`config.mk`:
```
export PLATFORM = sky130hd
export DESIGN_NAME = fwk_queue
export DESIGN_NICKNAME = d
export VERILOG_FILES = /design/src/rtl/fenwick_tree_modular_epoch_clear_core_macros.svh /design/src/rtl/fwk_pkg.sv /design/src/rtl/fwk_queue.sv
export SDC_FILE = /design/constraint.sdc
export NUM_CORES = 1
export LEC_CHECK = 0
export CORE_UTILIZATION = 70
export CTS_BUF_LIST = sky130_fd_sc_hd__clkbuf_2
export DETAILED_ROUTE_END_ITERATION = 8
export DONT_BUFFER_PORTS = 1
export GPL_ROUTABILITY_DRIVEN = 0
export PLACE_DENSITY = 0.86
export SLEW_MARGIN = 30
export SYNTH_ARGS = -nofsm -noshare
export SYNTH_HDL_FRONTEND = slang
export SYNTH_SLANG_ARGS = --single-unit
```
`constraint.sdc`:
```
create_clock -name clk -period 8.3 [get_ports clk]
set_input_delay 1.66 -clock clk [delete_from_list [all_inputs] [get_ports clk]]
set_output_delay 1.66 -clock clk [all_outputs]
set_load 0.02 [all_outputs]
```
`src/rtl/fenwick_tree_modular_epoch_clear_core_macros.svh`:
```
// ----------------------------------------------------------------------------
// fenwick tree core assertion macros
// shared concurrent assertion forms, clocked on clk and disabled in rst
// ----------------------------------------------------------------------------
`ifndef FENWICK_TREE_MODULAR_EPOCH_CLEAR_CORE_MACROS_SVH
`define FENWICK_TREE_MODULAR_EPOCH_CLEAR_CORE_MACROS_SVH

// same-cycle implication
`define FWK_ASSERT_IMPL(name, ante, cons) \
  name: assert property (@(posedge clk) disable iff (rst) (ante) |-> (cons)) \
    else $error("fenwick core check failed");

// next-cycle implication
`define FWK_ASSERT_NEXT(name, ante, cons) \
  name: assert property (@(posedge clk) disable iff (rst) (ante) |=> (cons)) \
    else $error("fenwick core check failed");

`endif

```
`src/rtl/fwk_pkg.sv`:
```
// ----------------------------------------------------------------------------
// fwk_pkg
// shared widths, codes, command type and modular helpers of the fenwick core
// ----------------------------------------------------------------------------
package fwk_pkg;

  localparam int OP_W  = 2;
  localparam int POS_W = 10;
  localparam int AMT_W = 30;
  localparam int SUM_W = 30;

  localparam logic [SUM_W-1:0] PRIME_MOD = 30'd1000000007;

  // operation codes on the request channel
  localparam logic [OP_W-1:0] OP_ADD    = 2'd0;
  localparam logic [OP_W-1:0] OP_PREFIX = 2'd1;
  localparam logic [OP_W-1:0] OP_RANGE  = 2'd2;
  localparam logic [OP_W-1:0] OP_CLEAR  = 2'd3;

  // classified command kinds
  localparam int KIND_W = 3;
  localparam logic [KIND_W-1:0] KIND_NOP    = 3'd0;
  localparam logic [KIND_W-1:0] KIND_ADD    = 3'd1;
  localparam logic [KIND_W-1:0] KIND_PREFIX = 3'd2;
  localparam logic [KIND_W-1:0] KIND_RANGE  = 3'd3;
  localparam logic [KIND_W-1:0] KIND_CLEAR  = 3'd4;

  // command queue between front and back
  localparam int QDEPTH = 2;
  localparam int QPTR_W = 1;
  localparam int QCNT_W = 2;

  typedef struct packed {
    logic [KIND_W-1:0] kind;
    logic [POS_W-1:0]  pos_a;   // add position or start index of the prefix or right-end walk
    logic [POS_W-1:0]  pos_b;   // start index of the left-end walk
    logic [AMT_W-1:0]  amount;  // already reduced below the prime
  } fwk_cmd_t;

  function automatic logic [SUM_W-1:0] mod_add(input logic [SUM_W-1:0] a,
                                               input logic [SUM_W-1:0] b);
    logic [SUM_W:0] s;
    s = {1'b0, a} + {1'b0, b};
    return (s >= {1'b0, PRIME_MOD}) ? SUM_W'(s - {1'b0, PRIME_MOD}) : s[SUM_W-1:0];
  endfunction

  function automatic logic [SUM_W-1:0] mod_sub(input logic [SUM_W-1:0] a,
                                               input logic [SUM_W-1:0] b);
    logic [SUM_W:0] s;
    s = {1'b0, a} + {1'b0, PRIME_MOD} - {1'b0, b};
    return (a >= b) ? (a - b) : s[SUM_W-1:0];
  endfunction

endpackage

```
`src/rtl/fwk_queue.sv`:
```
// ----------------------------------------------------------------------------
// fwk_queue
// short command queue that decouples the front from the tree walker
// ----------------------------------------------------------------------------
module fwk_queue import fwk_pkg::*; (
  input  logic     clk,
  input  logic     rst,
  input  logic     push,
  input  fwk_cmd_t push_cmd,
  output logic     full,
  input  logic     pop,
  output fwk_cmd_t pop_cmd,
  output logic     not_empty
);

  fwk_cmd_t          entries [QDEPTH];
  logic [QPTR_W-1:0] wptr;
  logic [QPTR_W-1:0] rptr;
  logic [QCNT_W-1:0] count;

  assign full      = (count == QCNT_W'(QDEPTH));
  assign not_empty = (count != '0);
  assign pop_cmd   = entries[rptr];

  always_ff @(posedge clk) begin
    if (rst) begin
      wptr  <= '0;
      rptr  <= '0;
      count <= '0;
    end else begin
      if (push) begin
        wptr <= wptr + 1'b1;
      end
      if (pop) begin
        rptr <= rptr + 1'b1;
      end
      if (push && !pop) begin
        count <= count + 1'b1;
      end else if (pop && !push) begin
        count <= count - 1'b1;
      end
    end
  end

  always_ff @(posedge clk) begin
    if (push) begin
      entries[wptr] <= push_cmd;
    end
  end

endmodule

```
==> run metrics, run 1 <==
Critical Path End Type=output port; commonest non-fill, non-tap cell in the layout=edfxtp_1; core area=roughly 5500 um^2; post_cts resized=0; final worst slack=around 4.8 ns; Sw Pwr=around 0.24 mW; mapped cell area=around 4100 um^2; multi-input logic area=approximately 700 um^2; num rows=27; global-route usage over all layers=19.4%; layout net count=~250; vias in the first global route=between 1.5k and 2k; Flop pwr share=61.5%; clock share of power=between 20% and 30%; Power, Total=roughly 1.1 mW; Mapped Avg Cell Area=approximately 22 um^2; Worst VDD drop=roughly 190 uV; Worst path slowest cell=dfxtp_4; layout cell share with drive strength beyond 1=37.4%; Seq cells post-synth=~110; Seq/Total Area, Yosys=between 80% and 90%; Layout area overhead=5.74%; status=finished, final reports clean; initial drt markers=129; worst path bufs/invs=0; Initial Util=73.1%; Sum Neg Setup Slack=0 ns; commonest cells after routing, fill and taps aside=edfxtp_1, mux2_2, clkbuf_2; Final Skew=between 0.015 and 0.02 ns; worst-skew pair later-pin latency=0.51 ns; Hold Buf Count CTS=0; H-Tree Depth=3; Die ar.=6100 um^2; FMAX=roughly 280 MHz; relative slew slack=between 50% and 60%; via count=1665; Mapped Nets=245; Worst Path Max Fanout=53; PD cells=approximately 250 nW/um^2; CTS tree=yes; Routed Antenna Nets=0; max-cap viol count=0; Worst Tran Pin Value=0.722 ns; DRC=0; wire per inst=21.9 um; number of synthesis warnings=0; Pleak=approximately 1.4 nW; dpl hpwl=around 3800 um; WS Path Type=flop to output port; Util after Layout=between 70% and 80%; Num CTS Buffers=9; Die Span X=78.1 um; total gr overflow=0; final hold vios=0; CTS root buf=clkbuf_2; fin area=4280 um^2; DR vias/cell=around 6.2; Final setup viols=0; worst hold margin=between 0.5 and 0.6 ns; setup slack at placement=just over 5 ns; Filler Cell Count=between 200 and 300; final period utilization=between 40 and 50%; CP peak stage delay=slightly above 0.8 ns; largest net degree at the start of global routing=54; arrival time at the worst endpoint=between 1.5 and 2 ns; postcts setup bufs=0; CTS Sinks=about 110; Cell variety after synth=17; first-pass GRT wire length=between 8000 and 9000 um; kind of start point of the critical path=flop; Final Routed Wirelength=5910 um; HP Class=flop to flop; Post-Place Cells=roughly 250; Port Buffers=0; I/O pins=about 110; DP Area=approximately 4100 um^2; Clock Tree Buf Depth=2; switching portion of total power=between 20% and 30%; unrepaired setup endpoints after global routing=no; FF/Latch Area=approximately 3300 um^2; non-filler cells, final=270; worst path required time=6.64 ns; Gate power share=under 10%; First-pass DRT Iterations=4; Max Slew Vio Count=0; min cycle time layout=3.51 ns; Internal Power=about 0.85 mW; Worst-path clk slew=~0.25 ns; Synth Instances=approximately 190; CP cell instances=mux2_2; ant diodes=0; number of antenna violations at the first check in global routing=0; family with the most delay on the worst path=flip-flops; Die H=between 70 and 80 um
==> layout make-up <==
type / count / share of cell area [%]
multi-input combinational: 69 / 16.6
sequential: 111 / 76.7
tap: 72 / 2.10
inverter: 1 / 0.0876
clock inverter: 6 / 3.10
timing repair buffer: 1 / 0.175
clock buffer: 10 / 1.17
==> power groups by stage <==
stage	registers (mW)	logic [mW]	clock network [mW]
detailed placement	0.684	0.105	0
CTS	0.672	0.106	0.321
global route	0.675	0.108	0.338
global placement	0.681	0.104	0
floorplan	0.672	0.106	0
finish	0.671	0.104	0.317
==> worst reg2reg max path: stages, from the launching register on <==
cell,delay [ns]
dfxtp_1,0.42
nor2b_4,0.60
buf_4,0.48
==> kinds of logic (layout without fill, tap and decap cells) <==
kind of cell | Yosys count | in the layout | synth area share (%)
buffers and inverters | 7 | 18 | 1.61
adder cells (fa/ha/maj) | 1 | 1 | 0.309
XOR/XNOR | 4 | 4 | 0.865
flip-flops | 111 | 111 | 81.0
AO/OA/AOI/OAI | 2 | 2 | 0.247
multiplexers | 53 | 53 | 14.7
AND/OR/NAND/NOR | 9 | 9 | 1.20
==> Yosys cell counts (all sizes together) <==
library cell | n | area (um^2)
edfxtp | 106 | 3180
mux2 | 53 | 597
buf | 6 | 61.3
dfxtp | 5 | 100
nor2 | 4 | 15.0
xnor2 | 2 | 17.5
xor2 | 2 | 17.5
a21oi | 1 | 5.00
and2 | 1 | 6.26
and2b | 1 | 8.76
ha | 1 | 12.5
inv | 1 | 3.75
nor2b | 1 | 6.26
o21ai | 1 | 5.00
or2 | 1 | 6.26
or3 | 1 | 6.26
==> routing by layer <==
| metal | vias to the layer above | wire length (um) | track usage [%] |
|---|---|---|---|
| met5 | - | 0 | 0 |
| met4 | 0 | 127 | 10.0 |
| met3 | 14 | 524 | 6.28 |
| met2 | 84 | 3110 | 33.2 |
| met1 | 828 | 2150 | 22.0 |
| li1 | 739 | - | - |
==> state kept, by name, indices dropped and copies added (netlist names), named ones only <==
register	cells
count	2
rptr	1
entries	106
wptr	1
==> final timing paths <==
check | depth (start not counted) | from | slack (ns) | endpoint
setup / recovery | 1 | flop | 4.79 | pop_cmd[51]
hold reg to reg | 2 | count[1] | 0.53 | count[1]
setup reg to reg | 2 | wptr | 6.49 | entries[0][29]
hold / removal | 2 | count[1] | 0.53 | count[1]
(Power assumes the default switching activity.)
==> inputs of run 2 (changes only) <==
Settings changed: CORE_UTILIZATION 70 to 65, PLACE_DENSITY 0.86 to 0.81.
Clock period 8.3 ns to 3.4 ns, I/O delays scaled along.
==> run 2 against run 1 <==
Register-to-register slack got worse by 4.9 ns. Utilization decreased by 5.7 points. Via count decreased by 2.2%. Design area decreased by 0.47%. Worst hold slack got worse by 0.34 ns. Sequential power increased by 140%. Critical path depth increased by 1. Setup slack got worse by 4.3 ns. Routed wire length increased by 0.44%. Highest routed layer unchanged. First-iteration DRC count decreased by 14%. Sequential cell count unchanged.
==> run metrics, run 2 (same netlist as run 1, synthesis figures left out) <==
status=finished, final reports clean; arrival time at the worst endpoint=between 2 and 2.5 ns; Final Routed Wirelength=5940 um; H-Tree Depth=3; switching portion of total power=about a quarter; PD cells=between 500 and 600 nW/um^2; final hold vios=0; Clock Tree Buf Depth=2; RR Startpoint=wptr; core area=about 6000 um^2; Worst R2R Setup Slack=between 1.5 and 2 ns; commonest non-fill, non-tap cell in the layout=edfxtp_1; WS Path Type=flop to output port; Worst Path Max Fanout=27; I/O pins=roughly 110; FMAX=between 300 and 400 MHz; Worst path slowest cell=dfxtp_2; Final Skew=0.0201 ns; Die H=81.0 um; vias in the first global route=1717; unrepaired setup endpoints after global routing=no; Worst Tran Pin Value=0.785 ns; Routed Antenna Nets=0; Internal Power=just under 2 mW; num rows=28; CTS root buf=clkbuf_2; first-pass GRT wire length=between 8000 and 9000 um; CTS tree=yes; Sw Pwr=0.605 mW; Critical Path End Type=output port; ant diodes=0; total gr overflow=0; First-pass DRT Iterations=4; max-cap viol count=0; Critical R2R Capture=entries[1][36]; post_cts resized=0; layout cell share with drive strength beyond 1=~39%; worst-skew pair later-pin latency=between 0.5 and 0.6 ns; relative slew slack=between 40% and 50%; initial drt markers=about 110; HP Class=primary input to flop; via count=about 1.6k; Layout area overhead=5.25%; wire per inst=21.6 um; layout net count=253; min cycle time layout=2.88 ns; Worst-path clk slew=around 0.25 ns; crit path capture=pop_cmd[4]; commonest cells after routing, fill and taps aside=edfxtp_1, mux2_2, clkbuf_2; CP peak stage delay=just under 0.8 ns; Die Span X=approximately 80 um; CP cell instances=buf_4, mux2_2; Util after Layout=71.6%; Gate power share=10.8%; clock share of power=between 20 and 25%; Worst Reg-to-Reg Cells=2; DRC=0; Hold Buf Count CTS=0; dpl hpwl=approximately 4000 um; Sum Neg Setup Slack=0 ns; Pleak=1.39 nW; final worst slack=about 0.52 ns; final period utilization=roughly 85%; setup slack at placement=between 1 and 1.5 ns; worst path required time=~2.7 ns; CTS Sinks=between 100 and 150; DR vias/cell=5.92; Max Slew Vio Count=0; max reg flops=106; global-route usage over all layers=18.8%; Worst VDD drop=~540 uV; postcts setup bufs=0; Regs by FF count=entries: 106 flops, count: 2 flops; Die ar.=roughly 6600 um^2; largest net degree at the start of global routing=29; Initial Util=68.0%; number of antenna violations at the first check in global routing=0; hold-critical path depth=1; Num CTS Buffers=9; Top reg by flops=entries; Final setup viols=0; Port Buffers=0; kind of start point of the critical path=flop; Flop pwr share=64.2%
[run 2: cell count changes in the layout (fill, tap and decap cells not counted), sizes merged]
cell	change
bufinv	-2
clkinvlp	+2
buf	+2
[run 2: power groups by stage]
stage	registers, mW	logic, mW	clock network (mW)
final	1.63	0.274	0.632
after global routing	1.64	0.289	0.687
after CTS	1.63	0.279	0.646
after detailed placement	1.66	0.278	0
after global placement	1.65	0.271	0
after floorplan	1.64	0.259	0
[run 2: layout make-up]
| type | count | area [um^2] |
|---|---|---|
| inverter | 1 | 3.75 |
| tap | 75 | 93.8 |
| timing repair buffer | 3 | 35.0 |
| clock buffer | 10 | 50.0 |
| multi-input combinational | 69 | 712 |
| clock inverter | 6 | 85.1 |
| sequential | 111 | 3280 |
| fill | 350 | 1690 |
[run 2: worst min path at each step]
stage	start	endpoint
floorplan	count[1]	count[1]
global placement	count[1]	count[1]
detailed placement	count[1]	count[1]
CTS	rst	count[1]
global route	rst	count[1]
finish	rst	wptr
[run 2: worst max-delay path: cells and delay by family (launching register included)]
family	cells	cell delay (ns)
mux	1	0.45
buf+inv	1	0.43
flops	1	0.77
[run 2: per-stage QoR]
step / cell area (um^2) / std cells / total power, mW / hold WS, ns
finish: 4260 / 275 / 2.53 / 0.183
global route: 4260 / 275 / 2.61 / 0.118
global placement: 4130 / 259 / 1.92 / 0.464
floorplan: 4050 / 187 / 1.90 / 0.456
CTS: 4260 / 275 / 2.55 / 0.132
detailed placement: 4130 / 259 / 1.94 / 0.498
[run 2: layer usage]
metal	part of all wire [%]	up-vias	wire length, um	global-route usage (%)
met4	2.1	0	126	10.2
met1	37	805	2190	20.7
met2	52	71	3070	31.3
li1	-	741	-	-
met3	9.2	12	549	7.30
met5	0	-	0	0
