## src/rtl/fenwick_tree_modular_epoch_clear_core_macros.svh

```systemverilog
// ----------------------------------------------------------------------------
// fenwick tree core assertion macros
// shared concurrent assertion forms, clocked on clk and disabled in rst
// ----------------------------------------------------------------------------
`ifndef FENWICK_TREE_MODULAR_EPOCH_CLEAR_CORE_MACROS_SVH
`define FENWICK_TREE_MODULAR_EPOCH_CLEAR_CORE_MACROS_SVH

// same-cycle implication
`define FWK_ASSERT_IMPL(name, ante, cons) \
  name: assert property (@(posedge clk) disable iff (rst) (ante) |-> (cons)) \
    else $error("fenwick core check failed");

// next-cycle implication
`define FWK_ASSERT_NEXT(name, ante, cons) \
  name: assert property (@(posedge clk) disable iff (rst) (ante) |=> (cons)) \
    else $error("fenwick core check failed");

`endif

```

## src/rtl/fwk_pkg.sv

```systemverilog
// ----------------------------------------------------------------------------
// fwk_pkg
// shared widths, codes, command type and modular helpers of the fenwick core
// ----------------------------------------------------------------------------
package fwk_pkg;

  localparam int OP_W  = 2;
  localparam int POS_W = 10;
  localparam int AMT_W = 30;
  localparam int SUM_W = 30;

  localparam logic [SUM_W-1:0] PRIME_MOD = 30'd1000000007;

  // operation codes on the request channel
  localparam logic [OP_W-1:0] OP_ADD    = 2'd0;
  localparam logic [OP_W-1:0] OP_PREFIX = 2'd1;
  localparam logic [OP_W-1:0] OP_RANGE  = 2'd2;
  localparam logic [OP_W-1:0] OP_CLEAR  = 2'd3;

  // classified command kinds
  localparam int KIND_W = 3;
  localparam logic [KIND_W-1:0] KIND_NOP    = 3'd0;
  localparam logic [KIND_W-1:0] KIND_ADD    = 3'd1;
  localparam logic [KIND_W-1:0] KIND_PREFIX = 3'd2;
  localparam logic [KIND_W-1:0] KIND_RANGE  = 3'd3;
  localparam logic [KIND_W-1:0] KIND_CLEAR  = 3'd4;

  // command queue between front and back
  localparam int QDEPTH = 2;
  localparam int QPTR_W = 1;
  localparam int QCNT_W = 2;

  typedef struct packed {
    logic [KIND_W-1:0] kind;
    logic [POS_W-1:0]  pos_a;   // add position or start index of the prefix or right-end walk
    logic [POS_W-1:0]  pos_b;   // start index of the left-end walk
    logic [AMT_W-1:0]  amount;  // already reduced below the prime
  } fwk_cmd_t;

  function automatic logic [SUM_W-1:0] mod_add(input logic [SUM_W-1:0] a,
                                               input logic [SUM_W-1:0] b);
    logic [SUM_W:0] s;
    s = {1'b0, a} + {1'b0, b};
    return (s >= {1'b0, PRIME_MOD}) ? SUM_W'(s - {1'b0, PRIME_MOD}) : s[SUM_W-1:0];
  endfunction

  function automatic logic [SUM_W-1:0] mod_sub(input logic [SUM_W-1:0] a,
                                               input logic [SUM_W-1:0] b);
    logic [SUM_W:0] s;
    s = {1'b0, a} + {1'b0, PRIME_MOD} - {1'b0, b};
    return (a >= b) ? (a - b) : s[SUM_W-1:0];
  endfunction

endpackage

```

## src/rtl/fwk_if.sv

```systemverilog
// ----------------------------------------------------------------------------
// fwk channel interfaces
// valid/ready request and response channels of the fenwick core
// ----------------------------------------------------------------------------
interface fwk_req_if import fwk_pkg::*; ();
  logic             valid;
  logic             ready;
  logic [OP_W-1:0]  operation;
  logic [POS_W-1:0] position;
  logic [POS_W-1:0] low_position;
  logic [AMT_W-1:0] amount;

  modport source (output valid, operation, position, low_position, amount, input ready);
  modport sink   (input valid, operation, position, low_position, amount, output ready);
endinterface


```

## src/rtl/fwk_front.sv

```systemverilog
// ----------------------------------------------------------------------------
// fwk_front
// accepts request words, reduces the amount and turns each into a command
// ----------------------------------------------------------------------------
module fwk_front import fwk_pkg::*; #(
  parameter int TABLE_SIZE = 1024
) (
  fwk_req_if.sink  req,
  input  logic     q_full,
  input  logic     clearing,
  output logic     push,
  output fwk_cmd_t cmd
);

  localparam int AW = $clog2(TABLE_SIZE);
  localparam int WW = ((AW > POS_W) ? AW : POS_W) + 1;
  localparam logic [WW-1:0] TSIZE = WW'(TABLE_SIZE);
  localparam logic [WW-1:0] TMAX  = WW'(TABLE_SIZE - 1);

  function automatic logic [POS_W-1:0] clamp_pos(input logic [POS_W-1:0] p);
    return (WW'(p) > TMAX) ? TMAX[POS_W-1:0] : p;
  endfunction

  logic [POS_W-1:0] low_left;

  assign req.ready = !q_full && !clearing;
  assign push      = req.valid && req.ready;

  // prefix just left of the range's left end
  assign low_left = (req.low_position == '0) ? '0 : clamp_pos(req.low_position - 1'b1);

  always_comb begin
    cmd.kind   = KIND_NOP;
    cmd.pos_a  = '0;
    cmd.pos_b  = '0;
    cmd.amount = (req.amount >= PRIME_MOD) ? (req.amount - PRIME_MOD) : req.amount;
    unique case (req.operation)
      OP_ADD: begin
        // position zero and positions past the table leave the tree alone
        if (req.position != '0 && WW'(req.position) < TSIZE) begin
          cmd.kind = KIND_ADD;
        end
        cmd.pos_a = req.position;
      end
      OP_PREFIX: begin
        cmd.kind  = KIND_PREFIX;
        cmd.pos_a = clamp_pos(req.position);
      end
      OP_RANGE: begin
        cmd.kind  = KIND_RANGE;
        cmd.pos_a = clamp_pos(req.position);
        cmd.pos_b = low_left;
      end
      OP_CLEAR: begin
        cmd.kind = KIND_CLEAR;
      end
      default: begin
        cmd.kind = KIND_NOP;
      end
    endcase
  end

endmodule

```

## src/flat_wrapper.sv

```systemverilog
// flat-port wrapper written by rule: the top's interface ports become plain ports
module fwk_front_flat import fwk_pkg::*;
#(
  parameter int TABLE_SIZE = 1024
)
  (q_full, clearing, push, cmd, req_valid, req_operation, req_position, req_low_position, req_amount, req_ready);
  fwk_req_if req_i ();
  input  logic q_full;
  input  logic clearing;
  output logic push;
  output fwk_cmd_t cmd;
  input wire logic [$bits(req_i.valid)-1:0] req_valid;
  input wire logic [$bits(req_i.operation)-1:0] req_operation;
  input wire logic [$bits(req_i.position)-1:0] req_position;
  input wire logic [$bits(req_i.low_position)-1:0] req_low_position;
  input wire logic [$bits(req_i.amount)-1:0] req_amount;
  output wire logic [$bits(req_i.ready)-1:0] req_ready;
  assign req_i.valid = req_valid;
  assign req_i.operation = req_operation;
  assign req_i.position = req_position;
  assign req_i.low_position = req_low_position;
  assign req_i.amount = req_amount;
  assign req_ready = req_i.ready;
  fwk_front #(.TABLE_SIZE(TABLE_SIZE)) u_core (.req(req_i), .q_full(q_full), .clearing(clearing), .push(push), .cmd(cmd));
endmodule
```

## config.mk

```make
export PLATFORM = sky130hd
export DESIGN_NAME = fwk_front_flat
export DESIGN_NICKNAME = d
export VERILOG_FILES = /design/src/rtl/fenwick_tree_modular_epoch_clear_core_macros.svh /design/src/rtl/fwk_pkg.sv /design/src/rtl/fwk_if.sv /design/src/rtl/fwk_front.sv /design/src/flat_wrapper.sv
export SDC_FILE = /design/constraint.sdc
export NUM_CORES = 1
export LEC_CHECK = 0
export BUFFER_PORTS_ARGS = -buffer_cell sky130_fd_sc_hd__buf_2
export CAP_MARGIN = 5
export CORE_UTILIZATION = 25
export DETAILED_ROUTE_END_ITERATION = 10
export PLACE_DENSITY_LB_ADDON = 0.15
export SLEW_MARGIN = 20
export SYNTH_ARGS = -nofsm -noshare
export SYNTH_HDL_FRONTEND = slang
export SYNTH_SLANG_ARGS = --single-unit
```

## constraint.sdc

```tcl
create_clock -name vclk -period 1.9
set_input_delay 0.19 -clock vclk [all_inputs]
set_output_delay 0.19 -clock vclk [all_outputs]
set_load 0.01 [all_outputs]
```

==> impl_metrics.yaml, run 1 <==
detailed_routing:
  drc: 0
  vias: 1760
  drt_iter0_drc: 39
  drtPass1Iterations: 4
  avgViaCountPerCell: 4.66
  postRouteAntennaNets: 0
  routed_wl_um: 4510
  wl_per_cell_um: 11.9
worst_setup_path:
  path_class: "in2out"
  start_kind: "input port"
  cp-end-kind: "output pin"
  crit_fanout: 3
  crit_required_ns: 1.71
  arrival_ns: 1.84
layout:
  num-fill-cells: 375
  area_growth_pct: 131
  drive_above_1_share: 0.680
  nets: 390
  seq_cells: 0
  final_util: 0.621
  nClkBuffers: 0
  stdcell_count: 378
  antenna_cells: 0
  register_area_sq_um: 0
floorplan:
  die_y_um: 68.8
  io_pins: 110
  row_count: 23
  fp.dieW_um: 68.8
  fp.dieArea_sq_um: 4740
  initial_core_util: 0.269
  design.core.area_sq_um: 4140
pwr:
  ir_worst_vdd_mv: 0.101
  power.density_nw_per_um2: 204
  p_leak_nw: 1.26
  total_power_w: 0.000525
synth:
  yosys.area.top_type_share: 0.180
  syn_nets: 229
  syn_area_sq_um: 1120
  ys_top_cells_by_area: "xnor2_1 (18%), nor2_1 (7.4%), nor2b_1 (6.7%)"
  yosysMostFrequentCell: "xnor2_1"
  yosys_warnings: 0
  avgSynthCellArea_sq_um: 6.60
  ys_types: 40
  yosys.area.top_type: "xnor2_1"
  synth_top_cells_by_count: "xnor2_1 (23), nor2_1 (22), nand2_1 (19)"
  yosysSeqAreaShare: 0
  synthCells: 169
grt:
  grt_max_degree: 15
  gr-usage-all-layers: 0.166
  grt_pass1_wl_um: 6320
  grt_antenna_before_repair: 0
  grt_overflow: 0
  grt_pass1_vias: 1504
timing:
  rsz0062_at_grt: "true"
  tightestPinTransition_ns: 0.352
  maxSlewViolCount: 0
  period_share: 1.07
  fin_setup_tns_ns: -2.53
  clock.fmax_ghz: 0.493
  layout_setup_ws_ns: -0.127
  layout_min_cycle_time_ns: 2.03
  slew_headroom: 0.763
  setup_violations: 39
  hold_viol_final: 0
place:
  io_buffer_count: 110
  hpwl_um: 3440
  gp_congestion: 0.793
  place_inst: 369
  pre_cts_slack_ns: -0.307
job:
  cap_violations: 0
hold_path:
  hold_path_class: "in2out"
outcome:
  status: "complete, but fails checks"
  violations: "setup timing"
stage by stage:
step	cell area, sq um	hold slack (ns)
after floorplan	1120	0.427
after global placement	2040	0.611
after detailed placement	2040	0.616
after CTS	2190	0.616
after global routing	2570	0.633
final	2570	0.613
area by class of cell:
cell class,count,area (sq um),share of cell area
timing repair buffer,164,1080,0.419
multi-input combinational,158,1410,0.548
inverter,6,22.5,0.00875
tap,50,62.6,0.0243
routing by layer:
metal / wire (um) / GRT usage
met5: 0 / 0
met4: 0 / 0.00510
met3: 208 / 0.00658
met2: 2310 / 0.313
met1: 1990 / 0.219
worst max-delay path, cell delays in order:
cell and delay, ns:
buf_8 0.10, nor4_4 0.30, a311oi_2 0.16, buf_4 0.17, o311ai_4 0.23, buf_4 0.16
buf_6 0.10, buf_6 0.09, nand2_4 0.05, xnor2_2 0.13, buf_2 0.15
power by group:
| group | switching, W | total, W | internal (W) |
|---|---|---|---|
| clock | 0 | 0 | 0 |
| combinational | 0.000254 | 0.000525 | 0.000271 |
| sequential | 0 | 0 | 0 |
| total | 0.000254 | 0.000525 | 0.000271 |
cells by family after synthesis:
logic type,count (synthesis),synth area share
AO/OA/AOI/OAI,31,0.210
adder cells (fa/ha/maj),5,0.0561
buffers and inverters,11,0.0549
AND/OR/NAND/NOR,91,0.436
XOR/XNOR,31,0.243
layout by cell type, fill, tap and decap left out, types with 3 or more instances in the layout:
| cell type | instances |
|---|---|
| a21oi_1 | 3 |
| a21oi_2 | 4 |
| buf_2 | 101 |
| buf_4 | 44 |
| buf_6 | 15 |
| ha_1 | 4 |
| inv_1 | 6 |
| nand2_1 | 7 |
| nand2_2 | 5 |
| nand2_4 | 7 |
| nand2b_1 | 4 |
| nand3_1 | 7 |
| nor2_1 | 15 |
| nor2_2 | 4 |
| nor2_4 | 3 |
| nor2b_1 | 12 |
| nor3_1 | 3 |
| o21ai_0 | 3 |
| xnor2_1 | 13 |
| xnor2_2 | 10 |
| xor2_1 | 8 |
final timing paths:
path	startpoint	to	depth (start not counted)
worst min-delay path	q_full	req_ready	3
worst max-delay path	req_amount[3]	cmd[18]	11
what timing repair did:
| action | in CTS | in global routing |
|---|---|---|
| pin swaps | 14 | 27 |
| hold buffers | 0 | 0 |
| resized for setup | 32 | 65 |
| setup endpoints to repair | 40 | 40 |
| gates cloned | 1 | 1 |
| buffers inserted | 1 | 6 |
(Power assumes the default switching activity.)
==> run 2: changes to the inputs <==
--- a/config.mk
+++ b/config.mk
@@ -9,7 +9,7 @@
 export CAP_MARGIN = 5
 export CORE_UTILIZATION = 25
 export DETAILED_ROUTE_END_ITERATION = 10
-export PLACE_DENSITY_LB_ADDON = 0.15
+export PLACE_DENSITY = 0.56
 export SLEW_MARGIN = 20
 export SYNTH_ARGS = -nofsm -noshare
 export SYNTH_HDL_FRONTEND = slang
==> run 2 against run 1 <==
Against the previous run:
- the run still ends with setup timing left
- worst hold slack improved by 0.0040 ns
- sequential share of layout area stayed put
- power down 4.7%
- critical path depth down 2
- non-clock buffer count is the same
- worst setup slack better by 0.037 ns
- combinational power decreased by 4.8%
- flip-flop and latch count unchanged
- count of clock-buffer cells in the layout is the same
- wire length is 2.6% lower
- die area unchanged
- fmax is 1.9% higher
==> impl_metrics.yaml, run 2 (synthesized netlist as in run 1, its figures left out) <==
place:
  pre_cts_slack_ns: -0.202
  gp_congestion: 0.837
  placed_area_sq_um: 2030
  hpwl_um: 3390
  place_inst: 369
  io_buffer_count: 110
worst_setup_path:
  cp-end-kind: "output pin"
  start_kind: "input port"
  setup.worst_path.start: "req_amount[4]"
  crit_fanout: 3
  arrival_ns: 1.80
  path_class: "in2out"
  crit_required_ns: 1.71
detailed_routing:
  routed.top_layer: "met4"
  routed_wl_um: 4390
  wl_per_cell_um: 11.6
  wl_met3_um: 213
  wl_met1_um: 1940
  drc: 0
  drt_iter0_drc: 38
  vias: 1767
  wl_met2_um: 2220
  postRouteAntennaNets: 0
  drtPass1Iterations: 4
  avgViaCountPerCell: 4.67
layout:
  final_cell_mix: "buf_2 (102), buf_4 (48), nor2_1 (16), xnor2_1 (16), buf_6 (13)"
  antenna_cells: 0
  drive_above_1_share: 0.649
  final_common_cell: "buf_2"
  seq_cells: 0
  register_area_sq_um: 0
  finalInstanceArea_sq_um: 2440
  nets: 390
  num-fill-cells: 395
  area_growth_pct: 119
  stdcell_count: 378
  nClkBuffers: 0
timing:
  maxSlewViolCount: 0
  slew_headroom: 0.751
  hold_viol_final: 0
  rsz0062_at_grt: "true"
  layout_min_cycle_time_ns: 1.99
  period_share: 1.05
  setup_violations: 38
  clock.fmax_ghz: 0.502
  layout_setup_ws_ns: -0.0902
  tightestPinTransition_ns: 0.371
grt:
  grt_max_degree: 12
  grt_overflow: 0
  grt_antenna_before_repair: 0
  grt_pass1_wl_um: 5970
  grt_pass1_vias: 1452
  gr-usage-all-layers: 0.157
floorplan:
  io_pins: 110
  design.core.area_sq_um: 4140
  die_y_um: 68.8
  fp.dieW_um: 68.8
  row_count: 23
  initial_core_util: 0.269
  fp.dieArea_sq_um: 4740
pwr:
  power.density_nw_per_um2: 205
  ir_worst_vdd_mv: 0.0754
  total_power_w: 0.000500
  p_leak_nw: 1.21
hold_path:
  worstHoldStart: "clearing"
  hold_path_class: "in2out"
outcome:
  status: "complete, but fails checks"
  violations: "setup timing"
job:
  cap_violations: 0
clock_network:
  hold_buffers: 0
==> run 2: metal layers <==
layer  GRT usage  up-vias
met3     0.00164        2
met5           0        -
met2       0.313       59
li1            -      911
met1       0.197      795
met4           0        0
==> run 2: report_power, final <==
part           internal [W]  switching, W  total (W)  leakage (nW)
combinational      0.000255      0.000246   0.000500          1.21
clock                     0             0          0             0
sequential                0             0          0             0
==> run 2: final cells by class <==
cell class,count,area [sq um],share of cell area
repair buffers,164,1030,0.422
inverters,6,22.5,0.00922
multi-input cells,158,1330,0.543
well taps,50,62.6,0.0256
==> run 2: what timing repair did <==
action                     CTS  global route
pin swaps                   30            13
gates cloned                 2             0
gates resized for setup     48            29
setup buffers                4             3
setup endpoints to repair   40            40
==> run 2: stage by stage <==
stage | hold slack, ns | util | setup TNS (ns)
3_5_place_dp | 0.619 | 0.489 | -4.74
6_report | 0.617 | 0.590 | -1.97
5_1_grt | 0.650 | 0.590 | -4.42
3_3_place_gp | 0.611 | 0.489 | -4.26
2_1_floorplan | 0.427 | - | 0
4_1_cts | 0.620 | 0.550 | -4.35
==> run 2: worst max-delay path: stages <==
cell and delay [ns]:
buf_8 0.10, nor4_4 0.31, a311oi_2 0.15, buf_4 0.16
o311ai_4 0.24, buf_4 0.18, nor4_2 0.04, o31a_1 0.28
buf_2 0.14
==> run 2: worst paths after layout <==
kind / endpoint / slack [ns] / depth (start not counted)
min: req_ready / 0.62 / 3
max: cmd[26] / -0.09 / 9
